--- src/rtl/laqs_pkg.sv ---
// Shared types and constants for the load-adaptive quality stepper.
`timescale 1ns / 1ps

package laqs_pkg;

    localparam int BUDGET_W = 20;
    localparam int TIME_W   = 26;
    localparam int AMOUNT_W = 24;
    localparam int ACC_W    = 32;
    localparam int LEVEL_W  = 3;
    localparam int CLASS_W  = 2;
    localparam int CFG_IDX_W = 2;

    // Highest degradation stage.
    localparam logic [LEVEL_W-1:0] LAST_LEVEL = 3'd5;

    typedef enum logic [CLASS_W-1:0] {
        CLASS_NEUTRAL = 2'd0,
        CLASS_OVER    = 2'd1,
        CLASS_UNDER   = 2'd2
    } t_class;

    typedef enum logic [CFG_IDX_W-1:0] {
        REG_FRAME_BUDGET = 2'd0,
        REG_DOWNGRADE    = 2'd1,
        REG_UPGRADE      = 2'd2,
        REG_COOLDOWN     = 2'd3
    } t_reg_index;

    localparam logic [BUDGET_W-1:0] BUDGET_RST    = 20'd16667;
    localparam logic [TIME_W-1:0]   DOWNGRADE_RST = 26'd2000000;
    localparam logic [TIME_W-1:0]   UPGRADE_RST   = 26'd8000000;
    localparam logic [TIME_W-1:0]   COOLDOWN_RST  = 26'd4000000;

    localparam logic KIND_SAMPLE = 1'b0;
    localparam logic KIND_TICK   = 1'b1;

endpackage

--- src/rtl/laqs_if.sv ---
// Valid/ready channel interfaces for input items and result items.
`timescale 1ns / 1ps

interface laqs_in_if import laqs_pkg::*; ();
    logic                valid;
    logic                ready;
    logic                kind;
    logic [AMOUNT_W-1:0] amount_us;

    modport source (output valid, output kind, output amount_us, input ready);
    modport sink   (input valid, input kind, input amount_us, output ready);
endinterface

interface laqs_out_if import laqs_pkg::*; ();
    logic               valid;
    logic               ready;
    logic [LEVEL_W-1:0] level;
    logic               level_changed;
    logic [CLASS_W-1:0] load_class;

    modport source (output valid, output level, output level_changed, output load_class,
                    input ready);
    modport sink   (input valid, input level, input level_changed, input load_class,
                    output ready);
endinterface

--- src/rtl/load_adaptive_quality_stepper.sv ---
// Top level: load-adaptive quality stepper with input and result registers.
`timescale 1ns / 1ps

// Every input transaction yields exactly one result transaction. An item is
// captured in an input register, updated against the held state by
// combinational compare/add logic, and written to a result register; one
// item is taken per cycle while the result side keeps up.
// Work samples (kind 0) reclassify load against frame_budget_us; ticks
// (kind 1) count down the cooldown, build the over/under time (saturating at
// 2^32-1) and may step the stage between 0 and 5. Write configuration only
// while no transaction is in flight.

module load_adaptive_quality_stepper import laqs_pkg::*; (
    input  logic                 i_clk,
    input  logic                 i_rst_n,
    input  logic                 i_cfg_we,
    input  logic [CFG_IDX_W-1:0] i_cfg_index,
    input  logic [TIME_W-1:0]    i_cfg_data,
    laqs_in_if.sink              i_in,
    laqs_out_if.source           o_out
);

    // configuration
    logic [BUDGET_W-1:0] r_cfg_budget;
    logic [TIME_W-1:0]   r_cfg_downgrade;
    logic [TIME_W-1:0]   r_cfg_upgrade;
    logic [TIME_W-1:0]   r_cfg_cooldown;

    // input register
    logic                r_in_valid;
    logic                r_in_kind;
    logic [AMOUNT_W-1:0] r_in_amount;

    // block state
    t_class              r_class;
    logic [ACC_W-1:0]    r_over;
    logic [ACC_W-1:0]    r_under;
    logic [TIME_W-1:0]   r_cooldown;
    logic [LEVEL_W-1:0]  r_level;

    // result register
    logic                r_out_valid;
    logic [LEVEL_W-1:0]  r_out_level;
    logic                r_out_changed;
    t_class              r_out_class;

    logic                s_adv;
    t_class              w_sample_class;
    t_class              n_class;
    logic [ACC_W-1:0]    n_over;
    logic [ACC_W-1:0]    n_under;
    logic [TIME_W-1:0]   n_cooldown;
    logic [LEVEL_W-1:0]  n_level;
    logic                n_changed;
    logic [TIME_W-1:0]   w_cd_dec;
    logic [ACC_W:0]      w_over_sum;
    logic [ACC_W:0]      w_under_sum;
    logic [ACC_W-1:0]    w_over_acc;
    logic [ACC_W-1:0]    w_under_acc;
    logic                w_step_up;
    logic                w_step_dn;

    assign s_adv       = r_in_valid && (!r_out_valid || o_out.ready);
    assign i_in.ready  = !r_in_valid || s_adv;

    assign o_out.valid         = r_out_valid;
    assign o_out.level         = r_out_level;
    assign o_out.level_changed = r_out_changed;
    assign o_out.load_class    = r_out_class;

    laqs_classify u_classify (
        .i_amount_us (r_in_amount),
        .i_budget_us (r_cfg_budget),
        .o_class     (w_sample_class)
    );

    always_comb begin
        w_cd_dec    = (r_cooldown > {2'b00, r_in_amount}) ?
                      (r_cooldown - {2'b00, r_in_amount}) : '0;
        w_over_sum  = {1'b0, r_over}  + {9'b0, r_in_amount};
        w_under_sum = {1'b0, r_under} + {9'b0, r_in_amount};

        unique case (r_class)
            CLASS_OVER: begin
                w_over_acc  = w_over_sum[ACC_W] ? '1 : w_over_sum[ACC_W-1:0];
                w_under_acc = '0;
            end
            CLASS_UNDER: begin
                w_over_acc  = '0;
                w_under_acc = w_under_sum[ACC_W] ? '1 : w_under_sum[ACC_W-1:0];
            end
            default: begin
                w_over_acc  = '0;
                w_under_acc = '0;
            end
        endcase

        w_step_up = (w_cd_dec == '0) && (w_over_acc >= {6'b0, r_cfg_downgrade})
                    && (r_level < LAST_LEVEL);
        w_step_dn = !w_step_up && (w_cd_dec == '0)
                    && (w_under_acc >= {6'b0, r_cfg_upgrade}) && (r_level != '0);

        n_class    = r_class;
        n_over     = r_over;
        n_under    = r_under;
        n_cooldown = r_cooldown;
        n_level    = r_level;
        n_changed  = 1'b0;

        if (r_in_kind == KIND_SAMPLE) begin
            n_class = w_sample_class;
        end else if (w_step_up || w_step_dn) begin
            n_changed  = 1'b1;
            n_level    = w_step_up ? (r_level + 3'd1) : (r_level - 3'd1);
            n_over     = '0;
            n_under    = '0;
            n_cooldown = r_cfg_cooldown;
        end else begin
            n_over     = w_over_acc;
            n_under    = w_under_acc;
            n_cooldown = w_cd_dec;
        end
    end

    always_ff @(posedge i_clk) begin
        if (!i_rst_n) begin
            r_cfg_budget    <= BUDGET_RST;
            r_cfg_downgrade <= DOWNGRADE_RST;
            r_cfg_upgrade   <= UPGRADE_RST;
            r_cfg_cooldown  <= COOLDOWN_RST;
        end else if (i_cfg_we) begin
            unique case (t_reg_index'(i_cfg_index))
                REG_FRAME_BUDGET: r_cfg_budget    <= i_cfg_data[BUDGET_W-1:0];
                REG_DOWNGRADE:    r_cfg_downgrade <= i_cfg_data;
                REG_UPGRADE:      r_cfg_upgrade   <= i_cfg_data;
                REG_COOLDOWN:     r_cfg_cooldown  <= i_cfg_data;
                default: ;
            endcase
        end
    end

    always_ff @(posedge i_clk) begin
        if (!i_rst_n) begin
            r_in_valid  <= 1'b0;
            r_out_valid <= 1'b0;
            r_class     <= CLASS_NEUTRAL;
            r_over      <= '0;
            r_under     <= '0;
            r_cooldown  <= '0;
            r_level     <= '0;
        end else begin
            if (i_in.ready) begin
                r_in_valid <= i_in.valid;
            end
            if (s_adv) begin
                r_out_valid <= 1'b1;
                r_class     <= n_class;
                r_over      <= n_over;
                r_under     <= n_under;
                r_cooldown  <= n_cooldown;
                r_level     <= n_level;
            end else if (o_out.ready) begin
                r_out_valid <= 1'b0;
            end
        end
    end

    always_ff @(posedge i_clk) begin
        if (i_in.valid && i_in.ready) begin
            r_in_kind   <= i_in.kind;
            r_in_amount <= i_in.amount_us;
        end
        if (s_adv) begin
            r_out_level   <= n_level;
            r_out_changed <= n_changed;
            r_out_class   <= n_class;
        end
    end

`ifndef SYNTH
    a_level_bound: assert property (@(posedge i_clk) disable iff (!i_rst_n)
        r_level <= LAST_LEVEL)
        else $error("stage beyond last level");

    a_acc_exclusive: assert property (@(posedge i_clk) disable iff (!i_rst_n)
        !((r_over != '0) && (r_under != '0)))
        else $error("over and under accumulators both nonzero");

    a_step_cooldown: assert property (@(posedge i_clk) disable iff (!i_rst_n)
        s_adv && n_changed |=> (r_cooldown == $past(r_cfg_cooldown))
                               && (r_level != $past(r_level)))
        else $error("stage step did not restart cooldown");

    a_sample_no_step: assert property (@(posedge i_clk) disable iff (!i_rst_n)
        s_adv && (r_in_kind == KIND_SAMPLE) |=> !r_out_changed)
        else $error("work sample stepped the stage");
`endif

endmodule

--- src/rtl/laqs_classify.sv ---
// Work sample classifier: over 1.05x budget, under 0.80x budget, else neutral.
`timescale 1ns / 1ps

module laqs_classify import laqs_pkg::*; (
    input  logic [AMOUNT_W-1:0] i_amount_us,
    input  logic [BUDGET_W-1:0] i_budget_us,
    output t_class              o_class
);

    logic [30:0] w_amt_x100;
    logic [30:0] w_bud_x105;
    logic [26:0] w_amt_x5;
    logic [26:0] w_bud_x4;

    // Exact integer compares, no rounding.
    assign w_amt_x100 = 31'(i_amount_us) * 31'd100;
    assign w_bud_x105 = 31'(i_budget_us) * 31'd105;
    assign w_amt_x5   = 27'(i_amount_us) * 27'd5;
    assign w_bud_x4   = {5'b0, i_budget_us, 2'b00};

    always_comb begin
        if (w_amt_x100 > w_bud_x105) begin
            o_class = CLASS_OVER;
        end else if (w_amt_x5 < w_bud_x4) begin
            o_class = CLASS_UNDER;
        end else begin
            o_class = CLASS_NEUTRAL;
        end
    end

endmodule

--- src/flat_wrapper.sv ---
// flat-port wrapper written by rule: the top's interface ports become plain ports
module load_adaptive_quality_stepper_flat import laqs_pkg::*;
  (i_clk, i_rst_n, i_cfg_we, i_cfg_index, i_cfg_data, i_in_valid, i_in_kind, i_in_amount_us, i_in_ready, o_out_valid, o_out_level, o_out_level_changed, o_out_load_class, o_out_ready);
  laqs_in_if i_in_i ();
  laqs_out_if o_out_i ();
  input  logic i_clk;
  input  logic i_rst_n;
  input  logic i_cfg_we;
  input  logic [CFG_IDX_W-1:0] i_cfg_index;
  input  logic [TIME_W-1:0] i_cfg_data;
  input wire logic [$bits(i_in_i.valid)-1:0] i_in_valid;
  input wire logic [$bits(i_in_i.kind)-1:0] i_in_kind;
  input wire logic [$bits(i_in_i.amount_us)-1:0] i_in_amount_us;
  output wire logic [$bits(i_in_i.ready)-1:0] i_in_ready;
  output wire logic [$bits(o_out_i.valid)-1:0] o_out_valid;
  output wire logic [$bits(o_out_i.level)-1:0] o_out_level;
  output wire logic [$bits(o_out_i.level_changed)-1:0] o_out_level_changed;
  output wire logic [$bits(o_out_i.load_class)-1:0] o_out_load_class;
  input wire logic [$bits(o_out_i.ready)-1:0] o_out_ready;
  assign i_in_i.valid = i_in_valid;
  assign i_in_i.kind = i_in_kind;
  assign i_in_i.amount_us = i_in_amount_us;
  assign i_in_ready = i_in_i.ready;
  assign o_out_valid = o_out_i.valid;
  assign o_out_level = o_out_i.level;
  assign o_out_level_changed = o_out_i.level_changed;
  assign o_out_load_class = o_out_i.load_class;
  assign o_out_i.ready = o_out_ready;
  load_adaptive_quality_stepper u_core (.i_clk(i_clk), .i_rst_n(i_rst_n), .i_cfg_we(i_cfg_we), .i_cfg_index(i_cfg_index), .i_cfg_data(i_cfg_data), .i_in(i_in_i), .o_out(o_out_i));
endmodule
--- config.mk ---
export PLATFORM = sky130hd
export DESIGN_NAME = load_adaptive_quality_stepper_flat
export DESIGN_NICKNAME = d
export VERILOG_FILES = /design/src/rtl/laqs_pkg.sv /design/src/rtl/laqs_if.sv /design/src/rtl/load_adaptive_quality_stepper.sv /design/src/rtl/laqs_classify.sv /design/src/flat_wrapper.sv
export SDC_FILE = /design/constraint.sdc
export NUM_CORES = 1
export LEC_CHECK = 0
export ABC_AREA = 1
export BUFFER_PORTS_ARGS = -buffer_cell sky130_fd_sc_hd__buf_4
export CELL_PAD_IN_SITES_DETAIL_PLACEMENT = 1
export CELL_PAD_IN_SITES_GLOBAL_PLACEMENT = 2
export CORE_ASPECT_RATIO = 1.25
export CORE_MARGIN = 2
export CORE_UTILIZATION = 33
export DETAILED_ROUTE_END_ITERATION = 8
export GPL_ROUTABILITY_DRIVEN = 0
export PLACE_DENSITY = 0.88
export SLEW_MARGIN = 25
export SYNTH_ARGS = -nofsm -noshare
export SYNTH_HDL_FRONTEND = slang
export SYNTH_SLANG_ARGS = --single-unit
--- constraint.sdc ---
create_clock -name i_clk -period 5.4 [get_ports i_clk]
set_input_delay 0.27 -clock i_clk [delete_from_list [all_inputs] [get_ports i_clk]]
set_output_delay 0.27 -clock i_clk [all_outputs]
set_load 0.1 [all_outputs]
==> metrics.md, run 1 <==
| Metric | Value |
|---|---|
| Status | finished with violations |
| Failing checks | negative setup slack |
| CP max FO | 3 |
| Syn Nets | 3,784 |
| CTS H-tree depth | 1 |
| Worst Path Buf+Inv | 10 |
| Starting Density | 33.3% |
| Layout area overhead | 22.4% |
| Worst path required time | 5.77 ns |
| Cell area after synthesis | 22,600 um2 |
| Slew headroom | 36.1% |
| Max VDD drop | 258 uV |
| Syn avg cell area | 6.84 um2 |
| TritonCTS clock tree | built |
| Critical path's top delay family | adder cells |
| Cells after Synth | 3,307 |
| Most common cell after layout, fill and taps aside | nand2_1 |
| Worst min path class | input port to register |
| Post-route worst setup slack | -0.199 ns |
| Critical path class | register to register |
| #FFs+latches synth | 226 |
| Crit path max-delay cell type | fa_1 |
| Setup violators final | 4 |
| Die Area | 70,700 um2 |
| Cell leakage power | 14.1 nW |
| Clock slew at reported path FFs | 0.06 ns |
| Die width | 238 um |
| Routed WL | 90.9 mm |
| Core ar. | 68,000 um2 |
| MaxCap Viol Count | 0 |
| DRT antenna net count | 0 |
| Drt initial violations | 1,040 |
| # DRC | 0 |
| DR vias/cell | 5.15 |
| Wirelength per Cell | 20.2 um |
| Drt pass-1 iters | 6 |
| Clock root cell | clkbuf_16 |
| Cell variety after synth | 51 |
| Fin. Hold Viols | 0 |
| Pre-CTS setup slack | -0.511 ns |
| Top-level port count | 66 |
| First-pass GRT wire length | 137 mm |
| Most frequent cells in the layout | nand2_1 (805), inv_1 (552), a21oi_1 (355), ha_1 (347), buf_4 (271) |
| Fmax | 179 MHz |
| Tot Pwr | 7.41 mW |
| Die Ht | 297 um |
| Sequential element share of the synthesized area | 21.4% |
| Number of flops mapped to enable cells by yosys | 31 |
| Top_reg_cell synth | dfxtp_1 |
| Vias in the first global route | 24,200 |
| Share of layout cells above drive strength 1 | 12.5% |
| Ys Warns | 0 |
| Worst clock skew | 0.0250 ns |
| Aggregate global routing overflow | 0 |
| Least-Margin Pin Slew | 0.952 ns |
| Pwr Density | 267 nW/um2 |
| TritonCTS buffer count | 29 |
| Initial antenna violation count | 3 |
| Worst hold margin | 0.0211 ns |
| I/O Buffers | 65 |
| Fin nets | 4,079 |
| Asr flop ratio synth | 0% |
| Final Max Slew Viols | 0 |
| Vias | 23,200 |
| Fin crit share | 104% |
| Hpwl dp | 71.6 mm |
| Pin count of the biggest net entering global routing | 59 |
| Final min period | 5.60 ns |
| Tot GR Track Use | 25.0% |
| Worst path arrival time | 5.97 ns |
| TritonCTS Sinks | 226 |
| Crit-path most repeated cell | nand2_1 |
| # rows | 107 |
| Crit start category | register |
| RSZ-0062 raised after global routing | yes |
| Max stage delay on crit path | 0.53 ns |
| CP endpoint kind | register |
| Reg2Reg Setup Slack | -0.20 ns |
| Layout Utilization | 40.7% |
| CTS Buffer Depth | 3 |
| Later-pin clock latency in the skew report | 0.62 ns |
per-stage QoR:
step	setup TNS, ns	area (um2)	instances
finish	-0.617	27700	4496
global route	-2.13	27700	4495
CTS	-0.0404	27100	4477
detailed placement	-1.83	25600	4377
global placement	-1.13	25600	4377
floorplan	0	22600	3307
Yosys cell counts, drive strengths merged, types with 11 or more instances:
cell,number,area share (%)
edfxtp,31,4.1
o21ai,187,4.1
dfxtp,195,17
clkbuf,54,0.90
nand2,820,14
nor2,194,3.4
ha,365,20
a31oi,12,0.33
fa,54,4.8
a21oi,366,8.1
nand3,139,3.1
and2,11,0.32
o211ai,25,0.83
xnor2,44,1.7
buf,15,0.52
xor2,71,2.7
nand4,25,0.69
nor3,38,0.84
o21bai,14,0.46
inv,565,9.4
state kept, by name, indices dropped and copies added (netlist names):
name                        flops
u_core.r_over                  32
u_core.r_under                 32
u_core.r_cfg_cooldown          26
u_core.r_cfg_downgrade         26
u_core.r_cfg_upgrade           26
u_core.r_cooldown              26
u_core.r_in_amount             24
u_core.r_cfg_budget            20
u_core.o_out.level              3
u_core.r_level                  3
u_core.o_out.load_class         2
u_core.r_class                  2
u_core.o_out.level_changed      1
u_core.o_out.valid              1
u_core.r_in_kind                1
u_core.r_in_valid               1
report_power, final:
part / internal (mW) / total, mW / switching (mW)
Clock: 1.16 / 2.06 / 0.896
Sequential: 1.77 / 1.81 / 0.0430
Combinational: 1.44 / 3.53 / 2.09
routing by layer:
layer / up-vias / GRT usage, % / part of all wire [%]
li1: 11300 / - / -
met1: 11200 / 29.8 / 41
met2: 433 / 46.0 / 50
met3: 171 / 2.10 / 3.4
met4: 2 / 9.73 / 4.7
met5: - / 0 / 0.014
worst reg2reg max path: cells and delay by family (launching register included):
kind	cells	cell delay, ns
buf+inv	10	0.84
simple gates	11	1.01
compound gates	6	0.83
fa+ha+maj	6	2.08
flops	1	0.36
xor+xnor	1	0.24
cell families (layout without fill, tap and decap cells):
kind of cell    count (synthesis)  after routing  synth area share (%)
compound gates                651            651                  15.5
xor+xnor                      115            115                  4.45
fa+ha+maj                     419            419                  25.0
buf+inv                       639            955                  10.9
flops                         226            226                  21.4
other cells                     0              1                     0
simple gates                 1257           1257                  22.9
worst paths after layout:
check                                                from                         end  cells after the start
worst max-delay path               u_core.r_cfg_budget[2]  u_core.o_out.load_class[0]                     34
worst min-delay path                        i_cfg_data[8]      u_core.r_cfg_budget[8]                      3
worst max register to register     u_core.r_cfg_budget[2]  u_core.o_out.load_class[0]                     34
worst min register to register  u_core.r_cfg_cooldown[15]   u_core.r_cfg_cooldown[15]                      2
cell type report:
| cell class | instances | area (um2) |
|---|---|---|
| diodes | 1 | 2.50 |
| clock buffers | 34 | 797 |
| clock inverters | 18 | 190 |
| fillers | 8653 | 40300 |
| inverters | 570 | 2150 |
| multi-input cells | 2442 | 15800 |
| flip-flops and latches | 226 | 4850 |
| well taps | 872 | 1090 |
| repair buffers | 332 | 2840 |
| repair inverters | 1 | 7.51 |
what timing repair did:
action,CTS,global route
pin swaps,19,36
setup buffers,12,14
hold buffers,36,0
setup endpoints to repair,4,95
endpoints found under the hold margin,42,0
resized for setup,31,86
gates cloned,0,4
Power figures use the tool's default switching activity.
==> run 2, diff against run 1 <==
- REMOVE_ABC_BUFFERS: not set -> 1
==> metrics.md, run 2 (synthesized netlist as in run 1, its figures left out) <==
| Metric | Value |
|---|---|
| # rows | 107 |
| Worst R2R Path Depth | 34 |
| Switch share | 40.3% |
| Slew headroom | 31.3% |
| Vias in the first global route | 23,500 |
| Hpwl dp | 68.4 mm |
| Die width | 238 um |
| Worst min path class | input port to register |
| Clock slew at reported path FFs | 0.07 ns |
| TritonCTS clock tree | built |
| Critical path class | register to register |
| Max stage delay on crit path | 0.50 ns |
| Final min period | 5.47 ns |
| Max VDD drop | 225 uV |
| Drt initial violations | 925 |
| Drt pass-1 iters | 5 |
| Post-Route M1 WL | 36.0 mm |
| Least-Margin Pin Slew | 1.02 ns |
| Die Area | 70,700 um2 |
| Later-pin clock latency in the skew report | 0.58 ns |
| Worst reg2reg path endpoint | u_core.o_out.load_class[1] |
| CTS Buffer Depth | 3 |
| NetSw | 2.83 mW |
| MaxCap Viol Count | 0 |
| Most common cell after layout, fill and taps aside | nand2_1 |
| Worst path arrival time | 5.80 ns |
| Reg2Reg Setup Slack | -0.07 ns |
| Crit path max-delay cell type | fa_1 |
| Most frequent cells in the layout | nand2_1 (794), inv_1 (553), ha_1 (350), a21oi_1 (348), buf_4 (228) |
| Layout area overhead | 20.3% |
| Crit start category | register |
| Met2 WL post-DR | 44.4 mm |
| Setup violators final | 3 |
| Placed Instances | 4,323 |
| Vias | 22,600 |
| Final cell count without fillers | 4,440 |
| Combinational share of power | 46.7% |
| Routed WL | 86.9 mm |
| Min-Delay Endpoint | u_core.r_cfg_downgrade[17] |
| Starting Density | 33.3% |
| Status | finished with violations |
| TritonCTS buffer count | 26 |
| CP endpoint kind | register |
| Pwr Density | 258 nW/um2 |
| Die Ht | 297 um |
| RSZ-0062 raised after global routing | yes |
| # DRC | 0 |
| Aggregate global routing overflow | 0 |
| Initial antenna violation count | 2 |
| CTS H-tree depth | 1 |
| First-pass GRT wire length | 132 mm |
| DR vias/cell | 5.09 |
| DRT antenna net count | 0 |
| Hold Path Origin | i_cfg_data[17] |
| Uppermost layer routed | met5 |
| Share of layout cells above drive strength 1 | 11.9% |
| Tot GR Track Use | 24.0% |
| Fin nets | 4,023 |
| Final Max Slew Viols | 0 |
| Metal3 WL | 2.09 mm |
| Internal power | 4.19 mW |
| Worst path required time | 5.74 ns |
| Fin crit share | 101% |
| Clock root cell | clkbuf_16 |
| Sequential Power Share | 25.9% |
| Clock power share | 27.5% |
| Pin count of the biggest net entering global routing | 96 |
| Cell leakage power | 13.8 nW |
| Fmax | 183 MHz |
| Crit-path most repeated cell | buf_4 |
| Core ar. | 68,000 um2 |
| Wirelength per Cell | 19.6 um |
| Top-level port count | 66 |
| Failing checks | negative setup slack |
| Post-route worst setup slack | -0.0650 ns |
| Fin. Hold Viols | 0 |
| Hold depth | 3 |
| Largest regs | u_core.r_over: 32 flops, u_core.r_under: 32 flops |
| Pre-CTS setup slack | -0.371 ns |
| I/O Buffers | 65 |
| CP max FO | 3 |
| TritonCTS Sinks | 226 |
| FF-to-FF Start | u_core.r_cfg_budget[2] |
| Worst clock skew | 0.0223 ns |
## run 2: stage by stage
stage | utilization, % | area, um2 | TNS [ns] | hold slack, ns | power (mW)
floorplan | - | 22300 | 0 | 0.369 | 3.72
finish | 40.0 | 27200 | -0.166 | 0.0330 | 7.02
global placement | 36.9 | 25100 | -0.667 | 0.439 | 4.79
CTS | 38.9 | 26500 | -0.00736 | 0.0117 | 6.91
global route | 40.0 | 27200 | -2.43 | 0.0437 | 7.53
detailed placement | 36.9 | 25100 | -1.22 | 0.447 | 4.86
## run 2: area by class of cell
class                      instances  area (um2)
clock buffer                      29         704
multi-input combinational       2442       15800
sequential                       226        4850
tap                              872        1090
fill                            8662       40800
timing repair buffer             280        2370
antenna                            2        5.00
inverter                         570        2150
clock inverter                    19         204
## run 2: worst max-delay path: cells and delay by family (launching register included)
kind / cells / cell delay, ns
AOI/OAI and AO/OA: 4 / 0.49
xor gates and xnor gates: 1 / 0.14
adders and majority gates: 6 / 2.10
buffers and inverters: 10 / 1.07
DFF: 1 / 0.33
and+or+nand+nor: 13 / 1.10
## run 2: repair_timing
| action | in CTS | in global routing |
|---|---|---|
| cloned | 0 | 2 |
| hold buffers | 32 | 0 |
| resized for setup | 22 | 116 |
| setup endpoints to repair | 9 | 100 |
| pin swaps | 13 | 52 |
| setup buffers | 5 | 27 |
| hold endpoints to repair | 35 | 0 |
## run 2: power by group through the flow
| stage | clock network [mW] | registers, mW | logic [mW] |
|---|---|---|---|
| 6_report | 1.93 | 1.82 | 3.28 |
| 5_1_grt | 2.03 | 1.82 | 3.69 |
| 4_1_cts | 1.97 | 1.82 | 3.12 |
| 3_5_place_dp | 0 | 1.86 | 3.00 |
| 3_3_place_gp | 0 | 1.85 | 2.93 |
| 2_1_floorplan | 0 | 1.87 | 1.86 |
## run 2: worst max path at each step
stage | startpoint | end | slack, ns | cells past startpoint
floorplan | u_core.r_cfg_budget[1] | u_core.o_out.load_class[0] | 0.11 | 32
global placement | u_core.r_cfg_budget[1] | u_core.o_out.load_class[0] | -0.23 | 33
detailed placement | u_core.r_cfg_budget[1] | u_core.o_out.load_class[0] | -0.37 | 33
CTS | u_core.r_cfg_budget[6] | u_core.o_out.load_class[0] | -0.007 | 29
global route | u_core.r_cfg_budget[2] | u_core.r_class[1] | -0.36 | 33
finish | u_core.r_cfg_budget[2] | u_core.o_out.load_class[1] | -0.07 | 34
## run 2: layer usage
| metal | vias to the layer above | GRT usage [%] |
|---|---|---|
| li1 | 11200 | - |
| met1 | 10900 | 27.7 |
| met2 | 290 | 44.9 |
| met3 | 159 | 1.91 |
| met4 | 2 | 10.1 |
| met5 | - | 0 |
==> run 3, diff against run 2 <==
- ABC_AREA: 1 -> not set
- CORE_UTILIZATION: 33 -> 35
- PLACE_DENSITY: 0.88 -> 0.87
- REMOVE_ABC_BUFFERS: 1 -> not set
==> metrics.md, run 3 <==
| Metric | Value |
|---|---|
| Clock root cell | clkbuf_16 |
| MaxCap Viol Count | 0 |
| I/O Buffers | 65 |
| Worst path arrival time | 6.98 ns |
| Die width | 226 um |
| Hpwl dp | 65.2 mm |
| Fin crit share | 121% |
| Aggregate global routing overflow | 0 |
| Setup violators final | 101 |
| TritonCTS buffer count | 27 |
| Critical path class | register to register |
| Max VDD drop | 255 uV |
| Final min period | 6.54 ns |
| DR vias/cell | 5.75 |
| Cells after Synth | 2,694 |
| Syn Nets | 3,171 |
| Core ar. | 60,800 um2 |
| Wirelength per Cell | 23.9 um |
| Most common cell after layout, fill and taps aside | buf_4 |
| RSZ-0062 raised after global routing | yes |
| Cell area after synthesis | 21,500 um2 |
| Synth area leader | ha_1 |
| Final cell count without fillers | 3,974 |
| Crit start category | register |
| Worst hold margin | 0.0110 ns |
| # DRC | 0 |
| Clock slew at reported path FFs | 0.07 ns |
| #FFs+latches synth | 226 |
| Failing checks | negative setup slack |
| Layout Utilization | 47.2% |
| Later-pin clock latency in the skew report | 0.59 ns |
| Fmax | 153 MHz |
| CTS Buffer Depth | 3 |
| Die Area | 63,600 um2 |
| Worst Path Buf+Inv | 24 |
| Slew headroom | 22.3% |
| Crit path max-delay cell type | o21ai_0 |
| Critical path's top delay family | buffers and inverters |
| Worst clock skew | 0.0235 ns |
| Pwr Density | 240 nW/um2 |
| Fill count | 7,200 |
| Vias in the first global route | 24,200 |
| Post-route worst setup slack | -1.14 ns |
| Starting Density | 35.5% |
| Crit-path most repeated cell | buf_4 |
| Drt pass-1 iters | 5 |
| Status | finished with violations |
| # rows | 101 |
| Finished layout cell area | 28,700 um2 |
| Placed Instances | 3,805 |
| Top cells by area, synth | ha_1 (21%), dfxtp_1 (18%), a21oi_1 (6.6%) |
| TritonCTS Sinks | 226 |
| CP max FO | 6 |
| Setup TNS Final | -88.96 ns |
| Share of layout cells above drive strength 1 | 24.5% |
| CP endpoint kind | register |
| Most frequent cells in the layout | buf_4 (418), ha_1 (338), nand2_1 (323), inv_1 (293), a21oi_1 (222) |
| Worst path required time | 5.83 ns |
| Cell leakage power | 13.1 nW |
| Routed WL | 94.8 mm |
| Cell variety after synth | 87 |
| Top-count cell post-synth | ha_1 |
| Largest regs | u_core.r_over: 32 flops, u_core.r_under: 32 flops |
| Synth top cells by count | ha_1 (365), nand2_1 (328), inv_1 (300) |
| Fin nets | 3,604 |
| Syn avg cell area | 8.00 um2 |
| Pin count of the biggest net entering global routing | 80 |
| Post-synth top area share | 21.2% |
| Die Ht | 281 um |
| TritonCTS clock tree | built |
| Sequential element share of the synthesized area | 22.4% |
| Asr flop ratio synth | 0% |
| Tot GR Track Use | 27.8% |
| Top_reg_cell synth | dfxtp_1 |
| Vias | 22,900 |
| First-pass GRT wire length | 137 mm |
| Number of flops mapped to enable cells by yosys | 31 |
| Fin. Hold Viols | 0 |
| Ys Warns | 0 |
| Final Max Slew Viols | 0 |
| CTS H-tree depth | 1 |
| Max stage delay on crit path | 0.64 ns |
| DRT antenna net count | 0 |
| Placed cell areas | 25,300 um2 |
| Initial antenna violation count | 3 |
| Layout area overhead | 33.2% |
| Drt initial violations | 1,506 |
| Top-level port count | 66 |
| Worst min path class | input port to register |
| Least-Margin Pin Slew | 1.17 ns |
run 3: layer usage:
metal / part of all wire, % / routed length, um / vias up / global-route usage (%)
met5: 0.0074 / 7 / - / 0
met1: 38 / 35900 / 11400 / 30.8
met4: 8.1 / 7640 / 2 / 18.3
met2: 49 / 46600 / 807 / 50.1
met3: 5.0 / 4700 / 358 / 3.14
li1: - / - / 10300 / -
run 3: per-stage QoR:
| step | setup WS, ns | power [mW] |
|---|---|---|
| floorplan | -0.0400 | 3.50 |
| global placement | -0.590 | 4.45 |
| detailed placement | -0.815 | 4.59 |
| CTS | -0.625 | 6.69 |
| global route | -1.27 | 7.25 |
| finish | -1.14 | 6.88 |
run 3: worst paths after layout:
kind,from,endpoint,slack [ns],depth (start not counted)
setup / recovery,u_core.r_in_amount[6],u_core.r_over[1],-1.14,36
hold / removal,i_cfg_data[22],u_core.r_cfg_downgrade[22],0.01,3
setup reg to reg,u_core.r_in_amount[6],u_core.r_over[1],-1.14,36
hold reg to reg,u_core.r_cfg_downgrade[23],u_core.r_cfg_downgrade[23],0.46,2
run 3: layout make-up:
cell class                      count  area (um2)  share of cell area, %
Antenna cell                        3        7.51                 0.0261
Tap cell                          824        1030                   3.59
Inverter                          300        1130                   3.93
Multi-Input combinational cell   2071       16600                   57.9
Clock inverter                      9         105                  0.366
Clock buffer                       40         785                   2.73
Timing Repair Buffer              501        4200                   14.6
Sequential cell                   226        4840                   16.9
run 3: cell families (layout without fill, tap and decap cells):
| kind of cell | Yosys count | in the layout | synth area share [%] |
|---|---|---|---|
| other cells | 0 | 3 | 0 |
| fa+ha+maj | 419 | 419 | 26.2 |
| buf+inv | 399 | 850 | 7.07 |
| flops | 226 | 226 | 22.4 |
| simple gates | 773 | 773 | 16.6 |
| mux | 8 | 8 | 0.377 |
| xor+xnor | 118 | 118 | 4.80 |
| compound gates | 751 | 753 | 22.5 |
run 3: worst reg2reg max path: cells and delay by family (launching register included):
family | cells | cell delay [ns]
AO/OA/AOI/OAI | 5 | 1.59
adder cells (fa/ha/maj) | 1 | 0.33
buffers and inverters | 24 | 3.12
flip-flops | 1 | 0.46
AND/OR/NAND/NOR | 6 | 0.90
run 3: repair_timing:
| item | CTS | global route |
|---|---|---|
| buffers inserted | 49 | 39 |
| hold endpoints to repair | 28 | 0 |
| cloned | 8 | 0 |
| gates resized for setup | 176 | 130 |
| pin swaps | 179 | 118 |
| hold buffers | 28 | 0 |
| setup endpoints to repair | 101 | 101 |
run 3: report_power, final:
part / total (mW) / switching (mW) / internal, mW
Sequential: 1.81 / 0.0539 / 1.76
Clock: 1.92 / 0.822 / 1.10
Combinational: 3.15 / 1.77 / 1.38
Total: 6.88 / 2.64 / 4.24
